===== src/rtl/nnse_pkg.sv =====
// ---------------------------------------------------------------------------
// nnse_pkg
// Shared types, constants and the doublet stacking-energy ROM for the
// nearest-neighbour stack energy block.
// ---------------------------------------------------------------------------
package nnse_pkg;

  localparam int unsigned MAX_PAIRS_DEFAULT = 64;
  localparam int unsigned MID_DEPTH         = 4;
  localparam int unsigned OUT_DEPTH         = 2;

  localparam int unsigned BASE_W   = 3;
  localparam int unsigned ENERGY_W = 10;
  localparam int unsigned SUM_W    = 16;
  localparam int unsigned TALLY_W  = 6;
  localparam int unsigned SCALED_W = 20;
  localparam int unsigned RT_W     = 16;
  localparam int unsigned FRAC_W   = 12;
  localparam int unsigned CFG_W    = 16;

  localparam logic signed [ENERGY_W-1:0] MISS_PENALTY   = 10'sd200;
  localparam logic                       TEMPLATE_DNA_RESET = 1'b1;
  localparam logic                       PARTNER_DNA_RESET  = 1'b0;
  localparam logic [RT_W-1:0]            INVERSE_RT_RESET   = 16'd6924;

  typedef enum logic [1:0] {
    REG_TEMPLATE_IS_DNA = 2'd0,
    REG_PARTNER_IS_DNA  = 2'd1,
    REG_INVERSE_RT      = 2'd2
  } cfg_reg_t;

  // One classified base pair handed from the front to the back.
  typedef struct packed {
    logic                       last;
    logic                       doublet;
    logic                       miss;
    logic signed [ENERGY_W-1:0] energy;
  } doublet_t;

  // One finished duplex result.
  typedef struct packed {
    logic signed [SCALED_W-1:0] scaled;
    logic signed [SUM_W-1:0]    raw;
    logic [TALLY_W-1:0]         count;
  } result_t;

  typedef struct packed {
    logic                       found;
    logic signed [ENERGY_W-1:0] energy;
  } rom_hit_t;

  // Key: strand combination, previous partner, partner, previous template,
  // template; two bits each. Where a key repeats, the first entry wins.
  function automatic rom_hit_t stack_rom(input logic [9:0] key);
    rom_hit_t hit;
    hit.found = 1'b1;
    case (key)
      {2'd0,2'd0,2'd0,2'd3,2'd3}: hit.energy = -10'sd93;
      {2'd0,2'd3,2'd3,2'd0,2'd0}: hit.energy = -10'sd93;
      {2'd0,2'd0,2'd3,2'd3,2'd0}: hit.energy = -10'sd110;
      {2'd0,2'd3,2'd0,2'd0,2'd3}: hit.energy = -10'sd133;
      {2'd0,2'd1,2'd3,2'd2,2'd0}: hit.energy = -10'sd208;
      {2'd0,2'd0,2'd2,2'd3,2'd1}: hit.energy = -10'sd208;
      {2'd0,2'd1,2'd0,2'd2,2'd3}: hit.energy = -10'sd211;
      {2'd0,2'd3,2'd2,2'd0,2'd1}: hit.energy = -10'sd211;
      {2'd0,2'd2,2'd3,2'd1,2'd0}: hit.energy = -10'sd224;
      {2'd0,2'd0,2'd1,2'd3,2'd2}: hit.energy = -10'sd224;
      {2'd0,2'd2,2'd0,2'd1,2'd3}: hit.energy = -10'sd235;
      {2'd0,2'd3,2'd1,2'd0,2'd2}: hit.energy = -10'sd235;
      {2'd0,2'd1,2'd2,2'd2,2'd1}: hit.energy = -10'sd236;
      {2'd0,2'd2,2'd2,2'd1,2'd1}: hit.energy = -10'sd326;
      {2'd0,2'd1,2'd1,2'd2,2'd2}: hit.energy = -10'sd326;
      {2'd0,2'd2,2'd1,2'd1,2'd2}: hit.energy = -10'sd342;
      {2'd0,2'd0,2'd2,2'd3,2'd3}: hit.energy = -10'sd55;
      {2'd0,2'd3,2'd3,2'd2,2'd0}: hit.energy = -10'sd55;
      {2'd0,2'd0,2'd3,2'd3,2'd2}: hit.energy = -10'sd136;
      {2'd0,2'd2,2'd3,2'd3,2'd0}: hit.energy = -10'sd136;
      {2'd0,2'd1,2'd2,2'd2,2'd3}: hit.energy = -10'sd141;
      {2'd0,2'd3,2'd2,2'd2,2'd1}: hit.energy = -10'sd141;
      {2'd0,2'd1,2'd3,2'd2,2'd2}: hit.energy = -10'sd211;
      {2'd0,2'd2,2'd2,2'd3,2'd1}: hit.energy = -10'sd211;
      {2'd0,2'd2,2'd2,2'd1,2'd3}: hit.energy = -10'sd153;
      {2'd0,2'd3,2'd1,2'd2,2'd2}: hit.energy = -10'sd153;
      {2'd0,2'd2,2'd3,2'd1,2'd2}: hit.energy = -10'sd251;
      {2'd0,2'd2,2'd1,2'd3,2'd2}: hit.energy = -10'sd251;
      {2'd0,2'd2,2'd0,2'd3,2'd3}: hit.energy = -10'sd127;
      {2'd0,2'd3,2'd3,2'd0,2'd2}: hit.energy = -10'sd127;
      {2'd0,2'd2,2'd2,2'd3,2'd3}: hit.energy = -10'sd50;
      {2'd0,2'd3,2'd3,2'd2,2'd2}: hit.energy = -10'sd50;
      {2'd0,2'd2,2'd3,2'd3,2'd2}: hit.energy = 10'sd129;
      {2'd0,2'd3,2'd2,2'd0,2'd3}: hit.energy = -10'sd100;
      {2'd0,2'd3,2'd0,2'd2,2'd3}: hit.energy = -10'sd100;
      {2'd0,2'd3,2'd2,2'd2,2'd3}: hit.energy = 10'sd30;
      {2'd2,2'd0,2'd0,2'd3,2'd3}: hit.energy = -10'sd100;
      {2'd2,2'd0,2'd1,2'd3,2'd2}: hit.energy = -10'sd210;
      {2'd2,2'd0,2'd2,2'd3,2'd1}: hit.energy = -10'sd180;
      {2'd2,2'd0,2'd3,2'd3,2'd0}: hit.energy = -10'sd90;
      {2'd2,2'd1,2'd0,2'd2,2'd3}: hit.energy = -10'sd90;
      {2'd2,2'd1,2'd1,2'd2,2'd2}: hit.energy = -10'sd210;
      {2'd2,2'd1,2'd2,2'd2,2'd1}: hit.energy = -10'sd170;
      {2'd2,2'd1,2'd3,2'd2,2'd0}: hit.energy = -10'sd90;
      {2'd2,2'd2,2'd0,2'd1,2'd3}: hit.energy = -10'sd130;
      {2'd2,2'd2,2'd1,2'd1,2'd2}: hit.energy = -10'sd270;
      {2'd2,2'd2,2'd2,2'd1,2'd1}: hit.energy = -10'sd290;
      {2'd2,2'd2,2'd3,2'd1,2'd0}: hit.energy = -10'sd110;
      {2'd2,2'd3,2'd0,2'd0,2'd3}: hit.energy = -10'sd60;
      {2'd2,2'd3,2'd1,2'd0,2'd2}: hit.energy = -10'sd150;
      {2'd2,2'd3,2'd2,2'd0,2'd1}: hit.energy = -10'sd160;
      {2'd2,2'd3,2'd3,2'd0,2'd0}: hit.energy = -10'sd20;
      {2'd1,2'd3,2'd3,2'd0,2'd0}: hit.energy = -10'sd100;
      {2'd1,2'd2,2'd3,2'd1,2'd0}: hit.energy = -10'sd210;
      {2'd1,2'd1,2'd3,2'd2,2'd0}: hit.energy = -10'sd180;
      {2'd1,2'd0,2'd3,2'd3,2'd0}: hit.energy = -10'sd90;
      {2'd1,2'd3,2'd2,2'd0,2'd1}: hit.energy = -10'sd90;
      {2'd1,2'd2,2'd2,2'd1,2'd1}: hit.energy = -10'sd210;
      {2'd1,2'd1,2'd2,2'd2,2'd1}: hit.energy = -10'sd170;
      {2'd1,2'd0,2'd2,2'd3,2'd1}: hit.energy = -10'sd90;
      {2'd1,2'd3,2'd1,2'd0,2'd2}: hit.energy = -10'sd130;
      {2'd1,2'd2,2'd1,2'd1,2'd2}: hit.energy = -10'sd270;
      {2'd1,2'd1,2'd1,2'd2,2'd2}: hit.energy = -10'sd290;
      {2'd1,2'd0,2'd1,2'd3,2'd2}: hit.energy = -10'sd110;
      {2'd1,2'd3,2'd0,2'd0,2'd3}: hit.energy = -10'sd60;
      {2'd1,2'd2,2'd0,2'd1,2'd3}: hit.energy = -10'sd150;
      {2'd1,2'd1,2'd0,2'd2,2'd3}: hit.energy = -10'sd160;
      {2'd1,2'd0,2'd0,2'd3,2'd3}: hit.energy = -10'sd20;
      {2'd3,2'd0,2'd0,2'd3,2'd3}: hit.energy = -10'sd100;
      {2'd3,2'd3,2'd3,2'd0,2'd0}: hit.energy = -10'sd100;
      {2'd3,2'd0,2'd3,2'd3,2'd0}: hit.energy = -10'sd88;
      {2'd3,2'd3,2'd0,2'd0,2'd3}: hit.energy = -10'sd58;
      {2'd3,2'd1,2'd3,2'd2,2'd0}: hit.energy = -10'sd128;
      {2'd3,2'd0,2'd2,2'd3,2'd1}: hit.energy = -10'sd128;
      {2'd3,2'd1,2'd0,2'd2,2'd3}: hit.energy = -10'sd145;
      {2'd3,2'd3,2'd2,2'd0,2'd1}: hit.energy = -10'sd145;
      {2'd3,2'd2,2'd3,2'd1,2'd0}: hit.energy = -10'sd144;
      {2'd3,2'd0,2'd1,2'd3,2'd2}: hit.energy = -10'sd144;
      {2'd3,2'd2,2'd0,2'd1,2'd3}: hit.energy = -10'sd130;
      {2'd3,2'd3,2'd1,2'd0,2'd2}: hit.energy = -10'sd130;
      {2'd3,2'd1,2'd2,2'd2,2'd1}: hit.energy = -10'sd217;
      {2'd3,2'd2,2'd2,2'd1,2'd1}: hit.energy = -10'sd184;
      {2'd3,2'd1,2'd1,2'd2,2'd2}: hit.energy = -10'sd184;
      {2'd3,2'd2,2'd1,2'd1,2'd2}: hit.energy = -10'sd224;
      default: begin
        hit.found  = 1'b0;
        hit.energy = MISS_PENALTY;
      end
    endcase
    return hit;
  endfunction

endpackage


===== src/rtl/nnse_fifo.sv =====
// ---------------------------------------------------------------------------
// nnse_fifo
// Small synchronous queue with first-word fall-through read.
// ---------------------------------------------------------------------------
module nnse_fifo #(
  parameter int unsigned WIDTH = 8,
  parameter int unsigned DEPTH = 4
) (
  input  logic             clk,
  input  logic             rst,
  input  logic             wr_en,
  input  logic [WIDTH-1:0] wr_data,
  input  logic             rd_en,
  output logic [WIDTH-1:0] rd_data,
  output logic             empty,
  output logic             full
);

  localparam int unsigned PTR_W = (DEPTH > 1) ? $clog2(DEPTH) : 1;
  localparam int unsigned CNT_W = $clog2(DEPTH + 1);

  logic [WIDTH-1:0] mem [DEPTH];
  logic [PTR_W-1:0] wr_ptr;
  logic [PTR_W-1:0] rd_ptr;
  logic [CNT_W-1:0] count;
  logic             do_wr;
  logic             do_rd;

  assign empty   = (count == '0);
  assign full    = (count == CNT_W'(DEPTH));
  assign do_wr   = wr_en && !full;
  assign do_rd   = rd_en && !empty;
  assign rd_data = mem[rd_ptr];

  always_ff @(posedge clk) begin
    if (do_wr) begin
      mem[wr_ptr] <= wr_data;
    end
  end

  always_ff @(posedge clk) begin
    if (rst) begin
      wr_ptr <= '0;
      rd_ptr <= '0;
      count  <= '0;
    end else begin
      if (do_wr) begin
        wr_ptr <= (wr_ptr == PTR_W'(DEPTH - 1)) ? '0 : wr_ptr + 1'b1;
      end
      if (do_rd) begin
        rd_ptr <= (rd_ptr == PTR_W'(DEPTH - 1)) ? '0 : rd_ptr + 1'b1;
      end
      if (do_wr && !do_rd) begin
        count <= count + 1'b1;
      end else if (do_rd && !do_wr) begin
        count <= count - 1'b1;
      end
    end
  end

  a_count_bound: assert property (@(posedge clk) disable iff (rst)
    count <= CNT_W'(DEPTH))
    else $error("queue count beyond depth");

endmodule


===== src/rtl/nnse_front.sv =====
// ---------------------------------------------------------------------------
// nnse_front
// Accepts base pairs, forms doublets with the previous pair and looks up
// their stacking energy.
// ---------------------------------------------------------------------------
module nnse_front #(
  parameter int unsigned MAX_PAIRS = nnse_pkg::MAX_PAIRS_DEFAULT
) (
  input  logic                          clk,
  input  logic                          rst,
  input  logic                          take,
  input  logic [nnse_pkg::BASE_W-1:0]   template_base,
  input  logic [nnse_pkg::BASE_W-1:0]   partner_base,
  input  logic                          strand_end,
  input  logic                          template_is_dna,
  input  logic                          partner_is_dna,
  output nnse_pkg::doublet_t            entry
);

  localparam int unsigned CNT_W = $clog2(MAX_PAIRS + 1);

  logic [nnse_pkg::BASE_W-1:0] previous_template;
  logic [nnse_pkg::BASE_W-1:0] previous_partner;
  logic                        have_previous;
  logic [CNT_W-1:0]            pairs_seen;
  logic                        room;
  logic                        all_valid;
  logic [9:0]                  key;
  nnse_pkg::rom_hit_t          hit;

  assign room      = (pairs_seen < CNT_W'(MAX_PAIRS));
  assign all_valid = !template_base[2] && !partner_base[2]
                     && !previous_template[2] && !previous_partner[2];
  assign key = {template_is_dna, partner_is_dna, previous_partner[1:0],
                partner_base[1:0], previous_template[1:0], template_base[1:0]};
  assign hit = nnse_pkg::stack_rom(key);

  always_comb begin
    entry.last    = strand_end;
    entry.doublet = room && have_previous;
    entry.miss    = !(all_valid && hit.found);
    entry.energy  = (all_valid && hit.found) ? hit.energy : nnse_pkg::MISS_PENALTY;
  end

  always_ff @(posedge clk) begin
    if (rst) begin
      previous_template <= '0;
      previous_partner  <= '0;
      have_previous     <= 1'b0;
      pairs_seen        <= '0;
    end else if (take) begin
      if (strand_end) begin
        previous_template <= '0;
        previous_partner  <= '0;
        have_previous     <= 1'b0;
        pairs_seen        <= '0;
      end else if (room) begin
        previous_template <= template_base;
        previous_partner  <= partner_base;
        have_previous     <= 1'b1;
        pairs_seen        <= pairs_seen + 1'b1;
      end
    end
  end

  a_pairs_bound: assert property (@(posedge clk) disable iff (rst)
    pairs_seen <= CNT_W'(MAX_PAIRS))
    else $error("pair counter beyond limit");

  a_end_clears: assert property (@(posedge clk) disable iff (rst)
    (take && strand_end) |=> (!have_previous && pairs_seen == '0))
    else $error("duplex state not cleared after end mark");

endmodule


===== src/rtl/nnse_back.sv =====
// ---------------------------------------------------------------------------
// nnse_back
// Sums doublet energies with saturation, then scales the finished sum by
// the reciprocal-RT register.
// ---------------------------------------------------------------------------
module nnse_back (
  input  logic                          clk,
  input  logic                          rst,
  input  nnse_pkg::doublet_t            entry,
  input  logic                          entry_ready,
  output logic                          entry_take,
  input  logic [nnse_pkg::RT_W-1:0]     inverse_rt,
  input  logic                          out_full,
  output logic                          out_push,
  output nnse_pkg::result_t             result
);

  localparam int unsigned SUM_W   = nnse_pkg::SUM_W;
  localparam int unsigned TALLY_W = nnse_pkg::TALLY_W;
  localparam int unsigned PROD_W  = SUM_W + nnse_pkg::RT_W + 1;

  logic signed [SUM_W-1:0]   energy_sum;
  logic [TALLY_W-1:0]        missing_tally;
  logic signed [SUM_W-1:0]   fin_sum;
  logic [TALLY_W-1:0]        fin_tally;
  logic                      fin_valid;
  logic                      fin_free;
  logic signed [SUM_W:0]     wide_sum;
  logic signed [SUM_W-1:0]   sum_next;
  logic [TALLY_W-1:0]        tally_next;
  logic signed [PROD_W-1:0]  product;

  always_comb begin
    wide_sum = {energy_sum[SUM_W-1], energy_sum} + (SUM_W + 1)'(entry.energy);
    if (!entry.doublet) begin
      sum_next = energy_sum;
    end else if (wide_sum > (SUM_W + 1)'(signed'({1'b0, {(SUM_W-1){1'b1}}}))) begin
      sum_next = {1'b0, {(SUM_W-1){1'b1}}};
    end else if (wide_sum < $signed({2'b11, {(SUM_W-1){1'b0}}})) begin
      sum_next = {1'b1, {(SUM_W-1){1'b0}}};
    end else begin
      sum_next = wide_sum[SUM_W-1:0];
    end
    if (entry.doublet && entry.miss && (missing_tally != '1)) begin
      tally_next = missing_tally + 1'b1;
    end else begin
      tally_next = missing_tally;
    end
  end

  assign fin_free   = !fin_valid || !out_full;
  assign entry_take = entry_ready && (!entry.last || fin_free);
  assign out_push   = fin_valid && !out_full;

  assign product = fin_sum * $signed({1'b0, inverse_rt});

  always_comb begin
    result.scaled = product[nnse_pkg::FRAC_W +: nnse_pkg::SCALED_W];
    result.raw    = fin_sum;
    result.count  = fin_tally;
  end

  always_ff @(posedge clk) begin
    if (entry_take && entry.last) begin
      fin_sum   <= sum_next;
      fin_tally <= tally_next;
    end
  end

  always_ff @(posedge clk) begin
    if (rst) begin
      energy_sum    <= '0;
      missing_tally <= '0;
      fin_valid     <= 1'b0;
    end else begin
      if (entry_take) begin
        if (entry.last) begin
          energy_sum    <= '0;
          missing_tally <= '0;
        end else begin
          energy_sum    <= sum_next;
          missing_tally <= tally_next;
        end
      end
      if (entry_take && entry.last) begin
        fin_valid <= 1'b1;
      end else if (out_push) begin
        fin_valid <= 1'b0;
      end
    end
  end

  a_fin_loaded: assert property (@(posedge clk) disable iff (rst)
    (entry_take && entry.last) |=> fin_valid)
    else $error("finished sum not held after end of duplex");

  a_no_overwrite: assert property (@(posedge clk) disable iff (rst)
    (entry_take && entry.last && fin_valid) |-> out_push)
    else $error("pending result overwritten");

endmodule


===== src/rtl/nearest_neighbor_stack_energy.sv =====
// ---------------------------------------------------------------------------
// nearest_neighbor_stack_energy
// Nearest-neighbour stacking free energy of a duplex streamed one base pair
// per transaction.
// ---------------------------------------------------------------------------
// Input side: a queue-style write port. A transaction (template_base,
// partner_base, strand_end) is taken on a clock edge with push high and full
// low. One base pair can be taken every cycle while full stays low.
// Result side: a queue-style read port. While empty is low the oldest result
// (energy_scaled, energy_raw, missing_count) is on the ports, and it is
// removed on a clock edge with pop high. Only a pair with strand_end set
// produces a result; all other pairs only update the running sum.
// Path: the doublet lookup of an end-marked pair is written into the middle
// queue, accumulated into the finished-sum register when the back takes it,
// and the product of that register is then written into the result queue.
// Throughput is one pair per cycle while full is low, set by the single ROM
// lookup in the front and the single saturating add in the back.
// Configuration: write_enable, write_index, write_data; index 0 template
// strand is DNA, 1 partner strand is DNA, 2 reciprocal RT in Q4.12. Writes
// beyond index 2 are ignored. Write only while the block is idle.
// Reset (rst, synchronous) empties both queues, clears the running duplex
// and restores the register defaults. When the reader stalls, results back
// up in the result queue, then the middle queue fills and full rises; no
// transaction is ever dropped.
// ---------------------------------------------------------------------------
module nearest_neighbor_stack_energy #(
  parameter int unsigned MAX_PAIRS = nnse_pkg::MAX_PAIRS_DEFAULT
) (
  input  logic                                  clk,
  input  logic                                  rst,
  // Input queue port
  input  logic                                  push,
  output logic                                  full,
  input  logic [nnse_pkg::BASE_W-1:0]           template_base,
  input  logic [nnse_pkg::BASE_W-1:0]           partner_base,
  input  logic                                  strand_end,
  // Result queue port
  output logic                                  empty,
  input  logic                                  pop,
  output logic signed [nnse_pkg::SCALED_W-1:0]  energy_scaled,
  output logic signed [nnse_pkg::SUM_W-1:0]     energy_raw,
  output logic [nnse_pkg::TALLY_W-1:0]          missing_count,
  // Configuration write port
  input  logic                                  write_enable,
  input  logic [1:0]                            write_index,
  input  logic [nnse_pkg::CFG_W-1:0]            write_data
);

  // Configuration registers.
  logic                          template_is_dna;
  logic                          partner_is_dna;
  logic [nnse_pkg::RT_W-1:0]     inverse_rt;

  // Front to back.
  logic                          take;
  logic                          mid_full;
  logic                          mid_empty;
  logic                          mid_take;
  nnse_pkg::doublet_t            front_entry;
  nnse_pkg::doublet_t            back_entry;

  // Back to result queue.
  logic                          out_full;
  logic                          out_push;
  nnse_pkg::result_t             back_result;
  nnse_pkg::result_t             head_result;

  always_ff @(posedge clk) begin
    if (rst) begin
      template_is_dna <= nnse_pkg::TEMPLATE_DNA_RESET;
      partner_is_dna  <= nnse_pkg::PARTNER_DNA_RESET;
      inverse_rt      <= nnse_pkg::INVERSE_RT_RESET;
    end else if (write_enable) begin
      case (nnse_pkg::cfg_reg_t'(write_index))
        nnse_pkg::REG_TEMPLATE_IS_DNA: template_is_dna <= write_data[0];
        nnse_pkg::REG_PARTNER_IS_DNA:  partner_is_dna  <= write_data[0];
        nnse_pkg::REG_INVERSE_RT:      inverse_rt      <= write_data[nnse_pkg::RT_W-1:0];
        default: ;
      endcase
    end
  end

  // The input side is full exactly when the middle queue is.
  assign full = mid_full;
  assign take = push && !mid_full;

  nnse_front #(
    .MAX_PAIRS (MAX_PAIRS)
  ) u_front (
    .clk             (clk),
    .rst             (rst),
    .take            (take),
    .template_base   (template_base),
    .partner_base    (partner_base),
    .strand_end      (strand_end),
    .template_is_dna (template_is_dna),
    .partner_is_dna  (partner_is_dna),
    .entry           (front_entry)
  );

  // Short queue that lets the front keep taking pairs while the back waits
  // for room in the result queue.
  nnse_fifo #(
    .WIDTH ($bits(nnse_pkg::doublet_t)),
    .DEPTH (nnse_pkg::MID_DEPTH)
  ) u_mid_fifo (
    .clk     (clk),
    .rst     (rst),
    .wr_en   (take),
    .wr_data (front_entry),
    .rd_en   (mid_take),
    .rd_data (back_entry),
    .empty   (mid_empty),
    .full    (mid_full)
  );

  nnse_back u_back (
    .clk         (clk),
    .rst         (rst),
    .entry       (back_entry),
    .entry_ready (!mid_empty),
    .entry_take  (mid_take),
    .inverse_rt  (inverse_rt),
    .out_full    (out_full),
    .out_push    (out_push),
    .result      (back_result)
  );

  // Result queue; its storage is also the register after the multiplier.
  nnse_fifo #(
    .WIDTH ($bits(nnse_pkg::result_t)),
    .DEPTH (nnse_pkg::OUT_DEPTH)
  ) u_out_fifo (
    .clk     (clk),
    .rst     (rst),
    .wr_en   (out_push),
    .wr_data (back_result),
    .rd_en   (pop),
    .rd_data (head_result),
    .empty   (empty),
    .full    (out_full)
  );

  assign energy_scaled = head_result.scaled;
  assign energy_raw    = head_result.raw;
  assign missing_count = head_result.count;

endmodule


===== config.mk =====
export PLATFORM = sky130hd
export DESIGN_NAME = nearest_neighbor_stack_energy
export DESIGN_NICKNAME = d
export VERILOG_FILES = /design/src/rtl/nnse_pkg.sv /design/src/rtl/nnse_fifo.sv /design/src/rtl/nnse_front.sv /design/src/rtl/nnse_back.sv /design/src/rtl/nearest_neighbor_stack_energy.sv
export SDC_FILE = /design/constraint.sdc
export NUM_CORES = 1
export LEC_CHECK = 0
export BUFFER_PORTS_ARGS = -buffer_cell sky130_fd_sc_hd__buf_2
export CORE_ASPECT_RATIO = 0.75
export CORE_MARGIN = 3
export CORE_UTILIZATION = 45
export DETAILED_ROUTE_END_ITERATION = 10
export PLACE_DENSITY = 0.64
export SKIP_LAST_GASP = 1
export SYNTH_ARGS = -nofsm -noshare
export SYNTH_HDL_FRONTEND = slang
export SYNTH_SLANG_ARGS = --single-unit

===== constraint.sdc =====
create_clock -name clk -period 7.4 [get_ports clk]
set_input_delay 0 -clock clk [delete_from_list [all_inputs] [get_ports clk]]
set_output_delay 0 -clock clk [all_outputs]
set_load 0.05 [all_outputs]

==> results of run 1 <==
-- logic make-up (layout without fill, tap and decap cells) --
logic type,after synthesis,after routing,share of synthesized area [%]
muxes,66,66,4.519
xor gates and xnor gates,46,46,2.103
DFF,227,227,31.97
adders and majority gates,334,334,29.45
buffers and inverters,330,413,6.772
and+or+nand+nor,606,606,16.34
AOI/OAI and AO/OA,266,266,8.836
-- cells in the final DEF (no fill, tap or decap), types with 5 or more instances in the layout --
cell type,Yosys,routed
mux4_2,12,12
nand2_1,221,221
mux2_2,44,44
a221oi_1,8,8
nand4_1,8,8
clkbuf_16,0,28
and2_1,121,121
or3_1,9,9
a22oi_1,6,6
nand3b_1,13,13
xnor2_1,26,26
and3_1,9,8
nor2b_1,10,10
a21oi_1,80,80
nor3b_1,10,10
nor3_1,21,21
a211oi_1,11,11
nand3_1,14,14
o21a_1,10,10
a31oi_1,7,7
fa_1,195,195
nor2_1,105,103
or2_2,5,5
buf_4,2,21
nand2b_1,20,20
o22ai_1,9,9
nand4bb_1,7,7
o211ai_1,5,5
ha_1,139,139
edfxtp_1,158,158
buf_2,17,73
a21o_1,10,10
mux2i_1,10,10
dlygate4sd3_1,0,26
o21ai_0,75,74
xor2_1,20,20
dfxtp_1,69,68
inv_1,246,246
-- per-stage QoR --
stage | hold WS, ns | utilization, % | instance area [sq um] | std cells | setup WS, ns
final | 0.06427 | 51.12 | 21170 | 2519 | 0.9068
after detailed placement | 0.2241 | 48.36 | 20020 | 2446 | 0.9621
after CTS | 0.03304 | 51.12 | 21170 | 2519 | 0.8848
after floorplan | 0.09887 | - | 19160 | 1875 | 1.404
after global placement | 0.2188 | 48.36 | 20020 | 2446 | 1.009
after global routing | 0.08797 | 51.12 | 21170 | 2519 | 0.5674
-- layer usage --
layer	wire length [microns]	up-vias	share of wire (%)	GRT usage (%)
li1	-	6397	-	-
met3	4259	58	8.8	5.119
met1	23190	6874	48	33.43
met2	19860	499	41	31.87
met5	0	-	0	0
met4	999	0	2.1	4.582
-- worst max-delay path: stages (launching register included) --
cell	delay (ns)
edfxtp_1	0.82
nand2_1	0.18
fa_1	0.52
fa_1	0.51
fa_1	0.51
inv_1	0.06
fa_1	0.48
fa_1	0.49
inv_1	0.05
fa_1	0.47
inv_1	0.04
ha_1	0.33
a211oi_1	0.27
o21ai_0	0.14
a32oi_1	0.19
o21ai_0	0.11
buf_4	0.19
a21o_1	0.20
o2111a_1	0.25
a211oi_1	0.28
xnor2_1	0.13
-- worst max-delay path by stage --
stage | startpoint | to | slack (ns) | cells past startpoint
2_1_floorplan | u_back.fin_sum[7] | u_out_fifo.mem[0][41] | 1.40 | 22
3_5_place_dp | u_back.fin_sum[2] | u_out_fifo.mem[1][41] | 0.96 | 20
6_report | u_back.fin_sum[2] | u_out_fifo.mem[1][41] | 0.91 | 20
3_3_place_gp | u_back.fin_sum[9] | u_out_fifo.mem[0][41] | 1.01 | 22
5_1_grt | u_back.fin_sum[9] | u_out_fifo.mem[1][41] | 0.57 | 22
4_1_cts | inverse_rt[7] | u_out_fifo.mem[1][41] | 0.88 | 22
-- state kept, by name (all words and copies together), names as in the netlist, 2 cells and up, named ones only --
register and cells:
inverse_rt 16, u_back.fin_tally 6, u_back.fin_sum 16, u_mid_fifo.rd_ptr 2, u_mid_fifo.mem 52, u_out_fifo.mem 84
u_mid_fifo.count 3, u_mid_fifo.wr_ptr 2, u_front.previous_partner 3, u_front.previous_template 3, u_back.energy_sum 16, u_front.pairs_seen 7
u_out_fifo.count 2, u_back.missing_tally 6
-- final cells by class --
type	instances	area [sq um]	share of cell area, %
clock inverters	13	120.1	0.5675
well taps	561	701.9	3.316
flip-flops and latches	227	6127	28.95
clock buffers	34	763.2	3.606
inverters	246	923.4	4.363
multi-input cells	1318	11750	55.50
repair buffers	120	783.3	3.701
==> results.md, run 1 <==
- Final Critical Period: 6.493 ns
- CTS buffer count: 26
- Top post-synthesis cells by area: edfxtp_1 (25%), fa_1 (20%), ha_1 (9.1%)
- Worst Hold Depth: 4
- Worst Hold End: u_front.previous_template[1]
- Detailed Route Iter0 Violations: 1229
- Flops & latches, synth: 227
- Post-CTS setup buffers: 0
- Grt ovf: 0
- Ports: 74
- Reg2reg start: u_back.fin_sum[2]
- Nets: 2303
- Final number of hold-violating endpoints: 0
- CTS Sinks: 227
- Top FF cell, synth: edfxtp_1
- Share of cells above drive strength 1: 11.64%
- Hold Crit Start: template_base[1]
- Die width: 244.3 microns
- Resize count post-CTS: 0
- Skew final: 0.02752 ns
- Final antenna-violating net count: 0
- Vias in the first global route: 14010
- Drt pass-1 iters: 6
- Number of vias per cell: 5.489
- Placed wire-length estimate: 36.60 mm
- Achievable Freq: 0.1540 GHz
- Sequential share of the synthesized area: 31.97%
- Die height: 184.7 microns
- Initial antenna violation count: 0
- DRC viols: 0
- Critical Path Start Type: flip-flop
- N_diodes: 0
- Clk root buf: clkbuf_16
- Filler cells: 3766
- CP endpoint kind: flip-flop
- Area growth, synth to finish: 10.48%
- # rows: 64
- Synthesized instance count: 1875
- H-tree depth: 1
- Slew @ Worst Pin: 1.046 ns
- Worst Path Arrival: 6.77 ns
- Synth Warn #: 0
- Crit Path Max Fanout: 18
- Post-synth top cells: inv_1 (246), nand2_1 (221), fa_1 (195), edfxtp_1 (158), ha_1 (139)
- Worst skew pair latency: 0.56 ns
- Global placer's final weighted congestion: 0.8943
- Post-Synthesis Net Count: 2239
- Largest net degree at the start of global routing: 60
- Initial core utilization: 46.28%
- Cell Area, Synth: 19160 sq um
- EDFF count, synth: 158
- Routed WL per cell: 19.18 microns
- Worst EP required: 7.68 ns
- Final period util: 87.75%
- CTS tree: done
- Deepest clock path buffer count: 3
- Worst-path clk slew: 0.06 ns
- Max transition margin: 30.11%
- Critical Setup Path Class: flip-flop to flip-flop
- Count leader, synth: inv_1
- Vias: 13830
- Setup slack, reg-to-reg: 0.91 ns
- Post-synth ARST share: 0%
- Hold_buf cts: 26
- RSZ-0062 raised after global routing: no
- Status: finished clean
- Global-route wire length before repair: 78.31 mm
- Min-delay worst type: primary input to flip-flop
- Reg-to-reg critical path endpoint: u_out_fifo.mem[1][41]
- Setup TNS Final: 0 ns
- Slew Limit Fails: 0
- IO buf count: 73
- Avg Cell Area, Syn: 10.22 sq um
- Endpoints failing setup: 0
- Die footprint: 45110 sq um
- Synth area leader: edfxtp_1
- Top-area cell type share of the netlist area: 24.76%
- Reg2reg path depth: 20
- Core area: 41400 sq um
- Synth cell types: 85
- Max_cap viols: 0
- Gr usage total: 21.95%
- Total Wirelength: 48.31 mm
Power of run 1 is left out: the tool's default activity adds up to more than one toggle a clock period on the data nets, which glitch-free logic cannot reach.
==> run 2: changes to the inputs <==
--- a/config.mk
+++ b/config.mk
@@ -5,12 +5,12 @@
 export SDC_FILE = /design/constraint.sdc
 export NUM_CORES = 1
 export LEC_CHECK = 0
-export BUFFER_PORTS_ARGS = -buffer_cell sky130_fd_sc_hd__buf_2
 export CORE_ASPECT_RATIO = 0.75
 export CORE_MARGIN = 3
-export CORE_UTILIZATION = 45
+export CORE_UTILIZATION = 40
 export DETAILED_ROUTE_END_ITERATION = 10
-export PLACE_DENSITY = 0.64
+export DONT_BUFFER_PORTS = 1
+export PLACE_DENSITY = 0.57
 export SKIP_LAST_GASP = 1
 export SYNTH_ARGS = -nofsm -noshare
 export SYNTH_HDL_FRONTEND = slang
==> results.md, run 2 (synthesis gave the netlist of run 1 again) <==
- Worst Hold End: u_front.have_previous
- Gr usage total: 19.98%
- DRC viols: 0
- Max_cap viols: 0
- Commonest non-fill, non-tap cell in the layout: inv_1
- Resize count post-CTS: 0
- Worst EP required: 7.70 ns
- Crit-path slowest cell: dfxtp_1
- Grt ovf: 0
- Die height: 195.5 microns
- Reg-to-reg critical path endpoint: u_out_fifo.mem[1][41]
- Largest net degree at the start of global routing: 58
- Crit Path Max Fanout: 17
- Most numerous cell on the critical path: fa_1
- CP endpoint kind: flip-flop
- Skew final: 0.03153 ns
- Final Critical Period: 6.447 ns
- Ports: 74
- Min-delay worst type: primary input to flip-flop
- Final number of hold-violating endpoints: 0
- Worst skew pair latency: 0.57 ns
- Status: finished clean
- Core area: 46620 sq um
- Die width: 258.7 microns
- Worst Path Arrival: 6.74 ns
- Detailed Route Iter0 Violations: 1093
- Setup slack, reg-to-reg: 0.95 ns
- Worst Hold Depth: 2
- Achievable Freq: 0.1551 GHz
- Nets: 2249
- Reg2reg start: inverse_rt[7]
- Routed WL per cell: 19.49 microns
- Placed wire-length estimate: 37.93 mm
- Max reg flops: 84
- Critical Path Start Type: flip-flop
- Clk root buf: clkbuf_16
- Critical Path Max Stage Delay: 0.71 ns
- Worst-path clk slew: 0.06 ns
- Vias in the first global route: 13840
- Biggest regs: u_out_fifo.mem: 84 flops, u_mid_fifo.mem: 52 flops
- Setup TNS Final: 0 ns
- Reg2reg path depth: 22
- Pre-CTS WS: 0.9612 ns
- Total Wirelength: 49.44 mm
- Drt pass-1 iters: 5
- IO buf count: 0
- Final core utilization: 45.12%
- Critical Setup Path Class: flip-flop to flip-flop
- Vias: 13620
- CTS buffer count: 27
- Share of cells above drive strength 1: 8.499%
- Hold Crit Start: rst
- Number of vias per cell: 5.367
- Deepest clock path buffer count: 3
- Fin worst setup slack: 0.9534 ns
- Top reg by flops: u_out_fifo.mem
- Global-route wire length before repair: 79.61 mm
- CTS Sinks: 227
- Global placer's final weighted congestion: 0.8908
- H-tree depth: 1
- Initial antenna violation count: 1
- Die footprint: 50580 sq um
- Most frequent cells in the layout: inv_1 (246), nand2_1 (221), fa_1 (195)
- Area growth, synth to finish: 9.796%
- # rows: 68
- Initial core utilization: 41.09%
- Max transition margin: 15.04%
- CTS tree: done
- Endpoints failing setup: 0
- Slew @ Worst Pin: 1.269 ns
- Final period util: 87.12%
- RSZ-0062 raised after global routing: no
- Cell Chain, Critical Path: nand2_1 > fa_1 > inv_1 > fa_1 > inv_1 > fa_1 > inv_1 > fa_1 > fa_1 > inv_1 > fa_1 > inv_1 > ha_1 > a211oi_1 > o21ai_0 > a32oi_1 > o21ai_0 > buf_4 > a21o_1 > o2111a_1 > a211oi_1 > xnor2_1
- Final antenna-violating net count: 0
- Slew Limit Fails: 0
==> run 2: routing by layer <==
layer  global-route usage, %  share of wire, %
met1                   30.74                49
met5                       0             0.026
met4                   3.651               1.7
met3                   5.419               9.1
met2                   28.12                40
==> run 2: cell type report <==
type                    instances  area, sq um
diodes                          1        2.502
clock buffers                  37        733.2
clock inverters                13        118.9
fillers                      4476        25590
inverters                     246        923.4
multi-input cells            1318        11750
flip-flops and latches        227         6127
well taps                     630        788.3
repair buffers                 65        590.6
==> run 2: how the worst max path moves through the flow <==
stage | from | to | slack [ns] | cells after the start
after CTS | u_back.fin_sum[1] | u_out_fifo.mem[0][41] | 0.91 | 20
after detailed placement | u_back.fin_sum[1] | u_out_fifo.mem[0][41] | 0.96 | 20
after floorplan | u_back.fin_sum[7] | u_out_fifo.mem[0][41] | 1.40 | 22
after global placement | u_back.fin_sum[1] | u_out_fifo.mem[0][41] | 1.04 | 20
after global routing | u_back.fin_sum[1] | u_out_fifo.mem[0][41] | 0.58 | 20
final | inverse_rt[7] | u_out_fifo.mem[1][41] | 0.95 | 22
==> run 2: worst max-delay path: cells and delay by family (launching register included) <==
kind                       cells  cell delay, ns
and+or+nand+nor                1            0.17
AOI/OAI and AO/OA              7            1.42
buffers and inverters          6            0.44
DFF                            1            0.71
adders and majority gates      7            3.34
xor gates and xnor gates       1            0.11
==> run 2: what timing repair did <==
action                    in CTS  in global routing
hold buffers                  34                  0
hold endpoints to repair      77                  0
buffers inserted               0                  0
==> run 2: through the flow <==
step           hold slack [ns]  cells  instance area, sq um
4_1_cts               0.009925   2536                 21030
3_3_place_gp           0.08024   2452                 19820
3_5_place_dp           0.08187   2452                 19820
2_1_floorplan          0.09887   1875                 19160
5_1_grt                0.02838   2536                 21030
6_report               0.04549   2537                 21040
Power of run 2 is left out for the same reason.
==> run 3: changes to the inputs <==
--- a/config.mk
+++ b/config.mk
@@ -7,10 +7,10 @@
 export LEC_CHECK = 0
 export CORE_ASPECT_RATIO = 0.75
 export CORE_MARGIN = 3
-export CORE_UTILIZATION = 40
+export CORE_UTILIZATION = 45
 export DETAILED_ROUTE_END_ITERATION = 10
 export DONT_BUFFER_PORTS = 1
-export PLACE_DENSITY = 0.57
+export PLACE_DENSITY = 0.63
 export SKIP_LAST_GASP = 1
 export SYNTH_ARGS = -nofsm -noshare
 export SYNTH_HDL_FRONTEND = slang
==> results.md, run 3 (synthesis gave the netlist of run 1 again) <==
- Status: finished clean
- Final Critical Period: 6.552 ns
- CTS buffer count: 25
- CP endpoint kind: flip-flop
- Detailed Route Iter0 Violations: 1086
- Placed wire-length estimate: 36.11 mm
- Commonest non-fill, non-tap cell in the layout: inv_1
- Core area: 41400 sq um
- Ports: 74
- DRC viols: 0
- Deepest clock path buffer count: 3
- Cell Chain, Critical Path: nand2_1 > fa_1 > inv_1 > fa_1 > inv_1 > fa_1 > inv_1 > fa_1 > fa_1 > inv_1 > fa_1 > inv_1 > ha_1 > a211oi_1 > o21ai_0 > a32oi_1 > o21ai_0 > buf_4 > a21o_1 > o2111a_1 > a211oi_1 > xnor2_1
- Drt pass-1 iters: 7
- Reg-to-reg critical path endpoint: u_out_fifo.mem[1][41]
- Final antenna-violating net count: 0
- Final number of hold-violating endpoints: 0
- Final period util: 88.54%
- RSZ-0062 raised after global routing: no
- Setup slack, reg-to-reg: 0.85 ns
- Crit-path slowest cell: dfxtp_1
- Setup TNS Final: 0 ns
- Gr usage total: 21.70%
- Die height: 184.7 microns
- IO buf count: 0
- Most frequent cells in the layout: inv_1 (246), nand2_1 (221), fa_1 (195)
- Max reg flops: 84
- Crit Path Max Fanout: 17
- Routed WL per cell: 19.20 microns
- Global placer's final weighted congestion: 0.8982
- Reg2reg start: inverse_rt[7]
- Vias in the first global route: 13770
- Total Wirelength: 47.13 mm
- Number of vias per cell: 5.481
- CTS tree: done
- Max_cap viols: 0
- Worst setup path end: u_out_fifo.mem[1][41]
- Die footprint: 45110 sq um
- Achievable Freq: 0.1526 GHz
- Nets: 2238
- Critical Path Max Stage Delay: 0.76 ns
- Clk root buf: clkbuf_16
- Top reg by flops: u_out_fifo.mem
- Biggest regs: u_out_fifo.mem: 84 flops, u_mid_fifo.mem: 52 flops
- Slew @ Worst Pin: 1.212 ns
- Critical Setup Path Class: flip-flop to flip-flop
- Worst skew pair latency: 0.56 ns
- Largest net degree at the start of global routing: 59
- Most numerous cell on the critical path: fa_1
- Post-CTS setup buffers: 0
- Global-route wire length before repair: 77.38 mm
- Worst Path Buf+Inv: 6
- H-tree depth: 1
- Area growth, synth to finish: 8.751%
- Grt ovf: 0
- CTS Sinks: 227
- CP delay by family, top: adder cells
- Endpoints failing setup: 0
- Vias: 13460
- Share of cells above drive strength 1: 7.765%
- Worst Path Arrival: 6.84 ns
- Crit path from: inverse_rt[7]
- Worst EP required: 7.69 ns
- Initial core utilization: 46.28%
- Skew final: 0.01857 ns
- Reg2reg path depth: 22
- Max transition margin: 18.65%
- CP Depth: 22
- Die width: 244.3 microns
- Worst-path clk slew: 0.07 ns
- Slew Limit Fails: 0
- Critical Path Start Type: flip-flop
- # rows: 64
- Worst Hold Depth: 3
- Initial antenna violation count: 3
- Min-delay worst type: primary input to flip-flop
-- run 3: how the worst min path moves through the flow --
stage                     slack (ns)           from                    end
after detailed placement        0.10     strand_end  u_front.have_previous
after global placement           0.1     strand_end  u_front.have_previous
final                           0.10            rst  u_back.energy_sum[11]
after global routing            0.12  write_data[9]          inverse_rt[9]
after floorplan                  0.1     strand_end  u_mid_fifo.mem[0][12]
after CTS                       0.06            rst   u_back.energy_sum[8]
-- run 3: cell type report --
cell class	instances	area, sq um
Multi-Input combinational cell	1318	11750
Fill cell	3747	20560
Antenna cell	1	2.502
Sequential cell	227	6127
Tap cell	561	701.9
Clock buffer	34	669.4
Timing Repair Buffer	56	528.0
Clock inverter	12	131.4
Inverter	246	923.4
-- run 3: layer usage --
metal  track usage, %  vias to the layer above  wire length, microns
met5            1.050                        -                   106
met3            6.195                       53                  4266
met4            4.012                        6                   797
met1            32.32                     6680                 22310
li1                 -                     6279                     -
met2            31.61                      439                 19660
-- run 3: repair_timing --
| item | 4_1_cts | 5_1_grt |
|---|---|---|
| hold buffers | 36 | 0 |
| endpoints found under the hold margin | 77 | 0 |
| gates resized for setup | 0 | 0 |
-- run 3: metrics by stage --
step	worst slack, ns	hold slack, ns	area [sq um]	util [%]	instances
4_1_cts	0.8418	0.05551	20830	50.32	2454
2_1_floorplan	1.404	0.09887	19160	-	1875
6_report	0.8480	0.1029	20840	50.33	2455
3_3_place_gp	0.9666	0.09906	19650	47.47	2372
5_1_grt	0.4329	0.1223	20840	50.33	2455
3_5_place_dp	0.8598	0.1011	19650	47.47	2372
-- run 3: worst min-delay path: cells and delay by family --
kind / cells / cell delay (ns)
compound gates: 2 / 0.55
simple gates: 1 / 0.08
Power of run 3 is left out for the same reason.
